--- src/salc_pkg.sv ---
`default_nettype none

package salc_pkg;

    // Default geometry
    localparam int MAX_SETS_DEF  = 8192;
    localparam int MAX_WAYS_DEF  = 4;
    localparam int LINE_BITS_DEF = 27;

    // Fixed field widths
    localparam int ADDR_W     = 27;
    localparam int POS_OUT_W  = 2;
    localparam int COUNT_W    = 48;
    localparam int CFG_DATA_W = 4;
    localparam int CFG_IDX_W  = 1;
    localparam int SETB_W     = 4;
    localparam int WAYS_W     = 3;

    // Register indexes of the configuration port
    typedef enum logic [CFG_IDX_W-1:0] {
        CFG_SET_INDEX_BITS = 1'b0,
        CFG_WAYS_IN_USE    = 1'b1
    } t_cfg_idx;

    localparam logic [SETB_W-1:0] SET_BITS_RST = 4'd9;
    localparam logic [WAYS_W-1:0] WAYS_RST     = 3'd1;

    // Input transaction
    typedef struct packed {
        logic [ADDR_W-1:0] line_address;
    } t_req;

    // Output transaction
    typedef struct packed {
        logic                 hit;
        logic [POS_OUT_W-1:0] hit_position;
        logic [COUNT_W-1:0]   miss_total;
    } t_rsp;

    // Controller states
    typedef enum logic [1:0] {
        ST_CLEAR,
        ST_IDLE,
        ST_LOOKUP
    } t_state;

    // Controller to datapath
    typedef struct packed {
        logic clear;   // write an empty row at the clear pointer
        logic take;    // accept transaction, read its set
        logic commit;  // write back set, update counter, load result
    } t_cmd;

    // Datapath to controller
    typedef struct packed {
        logic clear_last;  // clear pointer on the last row
        logic out_free;    // result register can take a new result
    } t_status;

endpackage

`default_nettype wire

--- src/salc_ctrl.sv ---
`default_nettype none

module salc_ctrl (
    input  wire logic              i_clk,
    input  wire logic              i_rst_n,
    input  wire logic              i_in_valid,
    output logic                   o_in_ready,
    input  wire salc_pkg::t_status i_status,
    output salc_pkg::t_cmd         o_cmd
);

    salc_pkg::t_state r_state;
    salc_pkg::t_state n_state;

    // State register
    always_ff @(posedge i_clk) begin
        if (!i_rst_n) begin
            r_state <= salc_pkg::ST_CLEAR;
        end else begin
            r_state <= n_state;
        end
    end

    // Next state
    always_comb begin
        n_state = r_state;
        unique case (r_state)
            salc_pkg::ST_CLEAR: begin
                if (i_status.clear_last) n_state = salc_pkg::ST_IDLE;
            end
            salc_pkg::ST_IDLE: begin
                if (i_in_valid) n_state = salc_pkg::ST_LOOKUP;
            end
            salc_pkg::ST_LOOKUP: begin
                if (i_status.out_free) n_state = salc_pkg::ST_IDLE;
            end
            default: n_state = salc_pkg::ST_CLEAR;
        endcase
    end

    // Outputs
    always_comb begin
        o_cmd      = '0;
        o_in_ready = 1'b0;
        unique case (r_state)
            salc_pkg::ST_CLEAR: begin
                o_cmd.clear = 1'b1;
            end
            salc_pkg::ST_IDLE: begin
                o_in_ready = 1'b1;
                o_cmd.take = i_in_valid;
            end
            salc_pkg::ST_LOOKUP: begin
                o_cmd.commit = i_status.out_free;
            end
            default: begin
                o_cmd = '0;
            end
        endcase
    end

endmodule

`default_nettype wire

--- config.mk ---
export PLATFORM = sky130hd
export DESIGN_NAME = salc_ctrl
export DESIGN_NICKNAME = d
export VERILOG_FILES = /design/src/salc_pkg.sv /design/src/salc_ctrl.sv
export SDC_FILE = /design/constraint.sdc
export NUM_CORES = 1
export LEC_CHECK = 0
export BUFFER_PORTS_ARGS = -buffer_cell sky130_fd_sc_hd__buf_2
export CAP_MARGIN = 20
export CORE_AREA = 5 5 42 44
export DETAILED_ROUTE_END_ITERATION = 12
export DIE_AREA = 0 0 47 49
export RECOVER_POWER = 100
export SETUP_SLACK_MARGIN = 0.05
export SLEW_MARGIN = 20
export SYNTH_ARGS = -nofsm -noshare
export SYNTH_HDL_FRONTEND = slang
export SYNTH_SLANG_ARGS = --single-unit
export TNS_END_PERCENT = 100
--- constraint.sdc ---
create_clock -name i_clk -period 1.7 [get_ports i_clk]
set_input_delay 0.17 -clock i_clk [delete_from_list [all_inputs] [get_ports i_clk]]
set_output_delay 0.17 -clock i_clk [all_outputs]
set_load 0.02 [all_outputs]
* Word-level counts from Yosys, hierarchy flattened
Index checks and enable logic that the tools add are counted.
** Operators by class
- Add/sub/neg operators :: 0
- Multipliers :: 0
- Div/mod/pow operators :: 0
- $lt $le $gt $ge :: 0
- Equality and inequality tests :: 5
- Shifts and indexed selects :: 0
- Mux-type cells :: 8
- Bitwise gates (word level) :: 0
- Reduce and logical (&&, ||, !) cells :: 2
** Operator list (count)
- $mux W2 :: 3
- $ne A2 B2 Y1 const B :: 3
- $pmux W2 S3 :: 1
- $mux W1 :: 4
- $reduce_and A3 Y1 :: 1
- $eq A2 B1 Y1 const B :: 1
- $eq A2 B2 Y1 const B :: 1
- $logic_not A2 Y1 :: 1
** Storage, ports and cells
- Bits in registers :: 2
- Bits in latches :: 0
- Bits in writable memories :: 0
- ROM bits :: 0
- Input bits :: 5
- Output and inout port bits :: 4
- Logic and storage cells :: 16
- Memories kept :: 0

* Depth between registers and ports, before layout
Gate-level depths: netlist of run 1.
- Depth after elaboration :: 3
- Mapped depth :: 3
- Depth with buffers taken out :: 3

* Worst setup path before layout of run 1
No wires, ideal clock.
- Path kind :: register to output
- Start point :: register r_state[1]
- End point :: output port o_cmd[0] (netlist name)
- Arrival time :: 0.924 ns
- Setup slack :: 0.606 ns
- Stages on the path, launching flop included :: 2
- Buffers on the path :: 0
- Cells stage by stage :: dfxtp_1 nor3b_1
** RTL lines
- start, declared :: RTL line salc_ctrl.sv:12 : salc_pkg::t_state r_state;
- start signal, assigned :: RTL line salc_ctrl.sv:18 : r_state <= salc_pkg::ST_CLEAR;
- start signal, assigned :: RTL line salc_ctrl.sv:20 : r_state <= n_state;
- end, declared :: RTL line salc_ctrl.sv:9 : output salc_pkg::t_cmd o_cmd

==> results of run 1 <==
==> cell families after synthesis <==
family                 count (synthesis)  share of synthesized area, %
AOI/OAI and AO/OA                      4                          28.2
buffers and inverters                  1                          3.53
DFF                                    2                          37.6
and+or+nand+nor                        6                          30.6
==> metrics by stage <==
step                hold slack, ns  std cells  power [W]  worst slack (ns)
global route                 0.167         40   0.000216             0.332
floorplan                    0.288         13  0.0000791             0.606
global placement             0.405         37  0.0000936             0.741
detailed placement           0.405         37  0.0000940             0.743
CTS                          0.170         40   0.000206             0.493
finish                       0.183         40   0.000195             0.425
==> power groups by stage <==
stage	Clock [W]	Combinational, W	Sequential, W
detailed placement	0	0.0000366	0.0000574
floorplan	0	0.0000229	0.0000562
CTS	0.000112	0.0000367	0.0000568
global route	0.000120	0.0000378	0.0000581
global placement	0	0.0000363	0.0000573
finish	0.000103	0.0000345	0.0000569
==> final timing paths <==
check        startpoint    endpoint  depth (start not counted)
max          r_state[0]    o_cmd[1]                          3
min             i_rst_n  r_state[1]                          2
max reg2reg  r_state[0]  r_state[0]                          3
min reg2reg  r_state[1]  r_state[0]                          2
==> cells in the final DEF, fill, tap and decap left out, drive strengths merged <==
cell	n
buf	4
dfxtp	2
nor2	2
o21a	2
o21ai	1
inv	1
clkbuf	7
nand2	1
o211a	1
nor2b	1
nor3b	2
==> area by class of cell <==
| cell class | count | area [um^2] |
|---|---|---|
| clock buffer | 3 | 22.5 |
| fill | 178 | 1220 |
| inverter | 1 | 3.75 |
| multi-input combinational | 10 | 62.6 |
| sequential | 2 | 40.0 |
| tap | 16 | 20.0 |
| timing repair buffer | 8 | 35.0 |
==> metal layers <==
metal	GRT usage (%)	part of all wire (%)	vias to the layer above
li1	-	-	68
met1	3.49	43	49
met2	3.17	30	9
met3	4.80	27	0
met4	5.53	0	0
met5	0	0	-
==> metrics, run 1 <==
status complete, no violations; # setup viols final 0; Sequential Power Share 29.2%; Leakage approximately 0.084 nW; Setup CP Type flip-flop to primary output; final hold violations 0; GPL Wtd Cong ~0.65; Sw Share around a quarter; post-synthesis sequential area ratio 37.6%; # DRC 0; quantity of gates resized following cts 0; Max VDD drop roughly 0.15 mV; Crit path arrival time 1.10 ns; Pint roughly 0.00014 W; startpoint types flip-flop; normalized max-slew margin 82.8%; Psw between 0.00005 and 0.00006 W; setup TNS 0 ns; largest reg by FF count r_state; Worst-path clk slew around 0.030 ns; clock buffer count from CTS 3; first-pass GRT wire length 496 um; Worst-Skew Late Latency 0.22 ns; max FFs per register 2; slowest CP cell dfxtp_1; clock buffer depth 2; layout cells sized above 1 between 20% and 30%; yosys warns 0; die width between 40 and 50 um; Final Cycle Share approximately 75%; Tightest Pin Transition around 0.26 ns; Mapped Avg Cell Area just over 8 um^2; cells along the critical path nand2_1, nor2_1, clkbuf_1; CTS sink cnt 2; crit end category primary output; H-tree levels 1; GRT Overall Usage under 10%; WL per Instance between 7 and 8 um; Finished Cell Area roughly 180 um^2; Overflow after GRT 0; nets@finish 31; number of post-CTS setup repair buffers 0; core box area between 1000 and 1500 um^2; Synth top area share 37.6%; Post-Synthesis Net Count 18; TritonCTS clock tree done; Worst Path Max Fanout 7; Area Growth Syn to Fin 72.9%; max-slew violation count 0; Antenna diodes 0; Post-CTS Hold Buffers 0; min Tclk post-route about 1.3 ns; Rows 14; initial antenna violation count 0; Post-Syn Instances 13; io pins 9; Clock Power Share ~53%; WP data required about 1.5 ns; ys async rst share 0%; Vias 126; EDFF count, synth 0; PortBufs 8; fmax 784 MHz; combinational share of power between 10% and 20%; Die Height about 49 um; Starting Density under 10%; Crit path largest cell delay roughly 0.41 ns; Reg2Reg Setup Slack about 0.77 ns; CP bufs+invs 1; HP Class primary input to flip-flop; most frequent cells after synthesis dfxtp_1 (2), nor2_1 (2), nor3b_1 (2), o21a_1 (2); Cell variety after synth 9; via density per instance 3.15; ys flop type dfxtp_1; Synth area leader dfxtp_1; Max Cap Violations 0; largest net degree at the start of global routing 8; Util after Layout about an eighth; Antenna Nets Post-Route 0; DRT iter0 DRCs 1; die footprint approximately 2300 um^2; Regs by FF count r_state (2); Area after DPL about 170 um^2; Pwr Density between 1000 and 1500 nW/um^2; RSZ-0062 raised after global routing no; CTS Root Cell clkbuf_4; vias in the first global route ~130; TritonRoute pass-1 iters 2; Yosys reg bits 2; Top Family by Delay on Critical Path flip-flops; WL final ~310 um; synthesized area ~110 um^2; synth top area cells dfxtp_1 (38%), nor3b_1 (14%), o21a_1 (14%); Final Skew approximately 0.000053 ns
Power figures use the tool's default switching activity.
==> inputs of run 2 (changes only) <==
--- a/config.mk
+++ b/config.mk
@@ -5,6 +5,7 @@
 export SDC_FILE = /design/constraint.sdc
 export NUM_CORES = 1
 export LEC_CHECK = 0
+export ABC_AREA = 1
 export BUFFER_PORTS_ARGS = -buffer_cell sky130_fd_sc_hd__buf_2
 export CAP_MARGIN = 20
 export CORE_AREA = 5 5 42 44
==> constraint.sdc (replaced) <==
create_clock -name i_clk -period 1.3 [get_ports i_clk]
set_input_delay 0.13 -clock i_clk [delete_from_list [all_inputs] [get_ports i_clk]]
set_output_delay 0.13 -clock i_clk [all_outputs]
set_load 0.02 [all_outputs]
==> run 2 against run 1 <==
Against the previous run:
- worst setup slack got worse by 0.28 ns
- sequential power grew 27%
- non-clock buffer count stayed put
- highest routed layer is now met4
- hold slack got worse by 0.038 ns
- first-iteration DRC count shrank 100%
==> metrics, run 2 <==
Antenna diodes 0; Reg2Reg Setup Slack around 0.55 ns; die width around 47 um; die footprint ~2300 um^2; final hold violations 0; max-slew violation count 0; WL per Instance 6.70 um; commonest non-fill, non-tap cell in the layout inv_1; TritonRoute pass-1 iters 1; largest reg by FF count r_state; Vias approximately 140; ys async rst share 0%; yosys warns 0; Regs by FF count r_state (2); DRT iter0 DRCs 0; Setup CP Type flip-flop to primary output; GPL Wtd Cong a little over 0.6; Reg-to-Reg End r_state[0]; Finished Cell Area 191 um^2; CTS Root Cell clkbuf_4; Leakage ~0.11 nW; reg2reg path depth 4; Top Family by Delay on Critical Path flip-flops; Yosys reg bits 2; normalized max-slew margin 83.3%; worst r2r src r_state[0]; fmax around 860 MHz; Crit path largest cell delay between 0.3 and 0.4 ns; HPWL Detailed 258 um; PortBufs 8; H-tree levels 1; number of post-CTS setup repair buffers 0; max FFs per register 2; post-synthesis sequential area ratio between 30% and 40%; via density per instance about 3.1; io pins 9; first-pass GRT wire length between 500 and 600 um; Rows 14; Post-Synthesis Net Count 24; nets@finish 37; Sequential Power Share roughly 28%; Area after DPL roughly 170 um^2; Antenna Nets Post-Route 0; clock buffer depth 2; # DRC 0; synthesized area between 100 and 150 um^2; most frequent cells in the layout inv_1 (6), nand2_1 (4), buf_2 (4); layout cells sized above 1 26.7%; Tightest Pin Transition 0.252 ns; ys flop type dfxtp_1; Worst Path Max Fanout 6; clock buffer count from CTS 3; Clock Power Share a little over half; startpoint types flip-flop; TritonCTS clock tree done; Sw Share between 20% and 30%; hold endpoint r_state[0]; CTS sink cnt 2; min Tclk post-route between 1 and 1.5 ns; slowest CP cell dfxtp_1; WP data required approximately 1.2 ns; Area Growth Syn to Fin 70.0%; Final Skew 0.00154 ns; combinational share of power between 10% and 20%; # setup viols final 0; Psw approximately 0.00007 W; Worst-Skew Late Latency around 0.22 ns; EDFF count, synth 0; RSZ-0062 raised after global routing no; crit end category primary output; vias in the first global route about 160; Pint between 0.00015 and 0.0002 W; register area 40.0 um^2; Synth top area share between 30% and 40%; Post-CTS Hold Buffers 0; initial antenna violation count 0; hold path cells 3; footprint of the multi-input gates approximately 50 um^2; setup TNS 0 ns; cells along the critical path nand3_1, inv_1, clkbuf_1; Cell variety after synth 8; most frequent cells after synthesis inv_1 (6), nand2_1 (4), dfxtp_1 (2), nand3_1 (2), nor2_1 (2); Max Cap Violations 0; Overflow after GRT 0; Starting Density under 10%; GRT Overall Usage between 3 and 4%; status complete, no violations; Synth area leader dfxtp_1; WL final just over 300 um; Mapped Avg Cell Area slightly below 6 um^2; Final Cycle Share 88.9%; Crit path arrival time a little over 1 ns; fillers 181; most common cell in the synthesized netlist inv_1; Worst-path clk slew 0.03 ns; quantity of gates resized following cts 0; hold path start i_rst_n; Pwr Density 1340 nW/um^2; Max VDD drop roughly 0.13 mV; core box area ~1400 um^2; Post-Syn Instances 19; Die Height between 40 and 50 um; largest net degree at the start of global routing 7; CP bufs+invs 2; HP Class primary input to flip-flop; synth top area cells dfxtp_1 (36%), inv_1 (20%), nand2_1 (13%)
==> run 2: cell types whose count changed after synthesis, moves of 2 or more <==
cell     change
inv_1        +5
nand2_1      +3
nand3_1      +2
nor3b_1      -2
o21a_1       -2
==> run 2: worst reg2reg max path, cell delays in order (launching register included) <==
cell and delay, ns:
dfxtp_1 0.34, nor2_1 0.14, nand2_1 0.06, nand2_1 0.06
nor2_1 0.04
==> run 2: kinds of logic (layout without fill, tap and decap cells) <==
family	count (synthesis)	after routing	synth area share [%]
DFF	2	2	35.6
and+or+nand+nor	9	9	33.3
AOI/OAI and AO/OA	2	2	11.1
buffers and inverters	6	17	20.0
==> run 2: area by class of cell <==
class,instances,share of cell area (%)
Clock buffer,3,11.8
Multi-Input combinational cell,11,26.1
Tap cell,16,10.5
Timing Repair Buffer,8,19.0
Inverter,6,11.8
Sequential cell,2,20.9
==> run 2: power groups by stage <==
stage                     registers, W  clock network [W]  logic (W)
after floorplan              0.0000720                  0  0.0000314
after global placement       0.0000725                  0  0.0000496
after detailed placement     0.0000729                  0  0.0000501
after CTS                    0.0000720           0.000148  0.0000502
after global routing         0.0000730           0.000151  0.0000529
final                        0.0000722           0.000137  0.0000466
==> run 2: per-layer routing <==
layer  share of wire (%)  routed length, um  vias to the layer above  global-route usage [%]
li1                    -                  -                       78                       -
met1                  40                123                       56                    3.49
met2                  43                132                        7                    4.07
met3                  12                 36                        2                    1.11
met4                 4.9                 15                        0                    8.29
met5                   0                  0                        -                       0
==> run 2: how the worst max path moves through the flow <==
stage | from | endpoint | slack [ns] | cells after the start
floorplan | r_state[1] | o_cmd[0] | 0.27 | 2
global placement | r_state[1] | o_cmd[0] | 0.42 | 3
detailed placement | r_state[1] | o_cmd[0] | 0.39 | 3
CTS | r_state[1] | o_cmd[0] | 0.15 | 3
global route | r_state[0] | o_cmd[1] | 0.05 | 3
finish | r_state[0] | o_cmd[1] | 0.14 | 3
==> run 2: per-stage QoR <==
stage | total power [W] | hold WS, ns | instances | worst slack, ns | util (%)
after floorplan | 0.000103 | 0.251 | 19 | 0.275 | -
after CTS | 0.000270 | 0.136 | 46 | 0.146 | 13.9
after detailed placement | 0.000123 | 0.375 | 43 | 0.394 | 12.3
final | 0.000256 | 0.145 | 46 | 0.144 | 13.7
after global routing | 0.000276 | 0.177 | 46 | 0.0457 | 13.7
after global placement | 0.000122 | 0.363 | 43 | 0.424 | 12.3
==> inputs of run 3 (changes only) <==
--- a/config.mk
+++ b/config.mk
@@ -11,6 +11,7 @@
 export CORE_AREA = 5 5 42 44
 export DETAILED_ROUTE_END_ITERATION = 12
 export DIE_AREA = 0 0 47 49
+export PLACE_DENSITY = 0.33
 export RECOVER_POWER = 100
 export SETUP_SLACK_MARGIN = 0.05
 export SLEW_MARGIN = 20
==> run 3 against run 2 <==
Against the previous run:
- final area unchanged
- combinational power up 1%
- core utilization unchanged
- hold slack worse by 0.0011 ns
- die area unchanged
- total power down 0.51%
- sequential power about the same
==> metrics, run 3 (synthesis gave the netlist of run 2 again) <==
Pwr Density 1330 nW/um^2; Setup CP Type flip-flop to primary output; layout cells sized above 1 between 20% and 30%; CTS Root Cell clkbuf_4; startpoint types flip-flop; die width 47 um; Final Skew approximately 0.0018 ns; DRT iter0 DRCs 2; TritonRoute pass-1 iters 2; # DRC 0; slowest CP cell dfxtp_1; io pins 9; Overflow after GRT 0; RSZ-0062 raised after global routing no; initial antenna violation count 0; WL per Instance between 7 and 8 um; H-tree levels 1; clock buffer depth 2; WP data required 1.17 ns; max-slew violation count 0; Area Growth Syn to Fin 70.0%; core box area 1400 um^2; crit end category primary output; Worst-Skew Late Latency between 0.2 and 0.25 ns; fillers ~180; die footprint around 2300 um^2; Max Cap Violations 0; quantity of gates resized following cts 0; number of post-CTS setup repair buffers 0; commonest non-fill, non-tap cell in the layout inv_1; # setup viols final 0; Starting Density between 8 and 9%; Tightest Pin Transition between 0.2 and 0.3 ns; setup TNS 0 ns; min Tclk post-route 1.18 ns; HPWL Detailed around 290 um; PortBufs 8; Top Family by Delay on Critical Path flip-flops; Final Cycle Share 90.8%; vias in the first global route roughly 150; CTS sink cnt 2; Regs by FF count r_state (2); pre-CTS setup slack 0.385 ns; Antenna diodes 0; CP bufs+invs 2; GRT Overall Usage between 3 and 4%; Worst-path clk slew ~0.030 ns; Die Height roughly 50 um; via density per instance about 3.2; nets@finish 37; status complete, no violations; Antenna Nets Post-Route 0; TritonCTS clock tree done; Setup WS post-layout 0.119 ns; fmax between 800 and 900 MHz; Post-CTS Hold Buffers 0; clock buffer count from CTS 3; largest reg by FF count r_state; Rows 14; first-pass GRT wire length roughly 590 um; final hold violations 0; HP Class primary input to flip-flop; Vias 147; most frequent cells in the layout inv_1 (6), nand2_1 (4), buf_2 (4); Crit path largest cell delay 0.40 ns; max FFs per register 2; normalized max-slew margin around 83%; cells along the critical path nand3_1, inv_1, clkbuf_1; largest net degree at the start of global routing 7; Crit path arrival time about 1.1 ns; Leakage between 0.1 and 0.15 nW; Max VDD drop roughly 0.22 mV; GPL Wtd Cong slightly below 0.6; Worst Path Max Fanout 6; WL final ~340 um
[run 3: final timing paths]
kind / slack [ns] / cells after the start / from / to
worst min-delay path: 0.14 / 3 / i_rst_n / r_state[0]
worst max register to register: 0.52 / 2 / r_state[0] / r_state[1]
worst max-delay path: 0.12 / 3 / r_state[0] / o_cmd[1]
worst min register to register: 0.55 / 2 / r_state[1] / r_state[1]
[run 3: where the power goes]
| part | internal (W) | switching [W] | total (W) |
|---|---|---|---|
| clock | 0.000102 | 0.0000336 | 0.000135 |
| combinational | 0.0000163 | 0.0000309 | 0.0000471 |
| sequential | 0.0000668 | 0.00000575 | 0.0000725 |
[run 3: layout make-up]
type | instances | area, um^2 | area share, %
Sequential cell | 2 | 40.0 | 20.9
Inverter | 6 | 22.5 | 11.8
Clock buffer | 3 | 22.5 | 11.8
Timing Repair Buffer | 8 | 36.3 | 19.0
Multi-Input combinational cell | 11 | 50.0 | 26.1
Tap cell | 16 | 20.0 | 10.5
[run 3: through the flow]
stage                     hold WS (ns)  instances  power [W]  utilization (%)  area (um^2)
after floorplan                  0.251         19   0.000103                -          113
after global placement           0.377         43   0.000124             12.3          173
after detailed placement         0.376         43   0.000124             12.3          173
after CTS                        0.140         46   0.000267             13.9          195
after global routing             0.176         46   0.000271             13.7          191
final                            0.144         46   0.000255             13.7          191
[run 3: worst register-to-register path, delay by kind of cell, from the launching register on]
kind            cells  cell delay, ns
flops               1            0.40
compound gates      1            0.17
simple gates        1            0.13
[run 3: metal layers]
| layer | up-vias | GRT usage, % | wire length [um] |
|---|---|---|---|
| li1 | 81 | - | - |
| met1 | 61 | 4.38 | 156 |
| met2 | 5 | 4.07 | 149 |
| met3 | 0 | 3.32 | 35 |
| met4 | 0 | 4.15 | 0 |
| met5 | - | 0 | 0 |
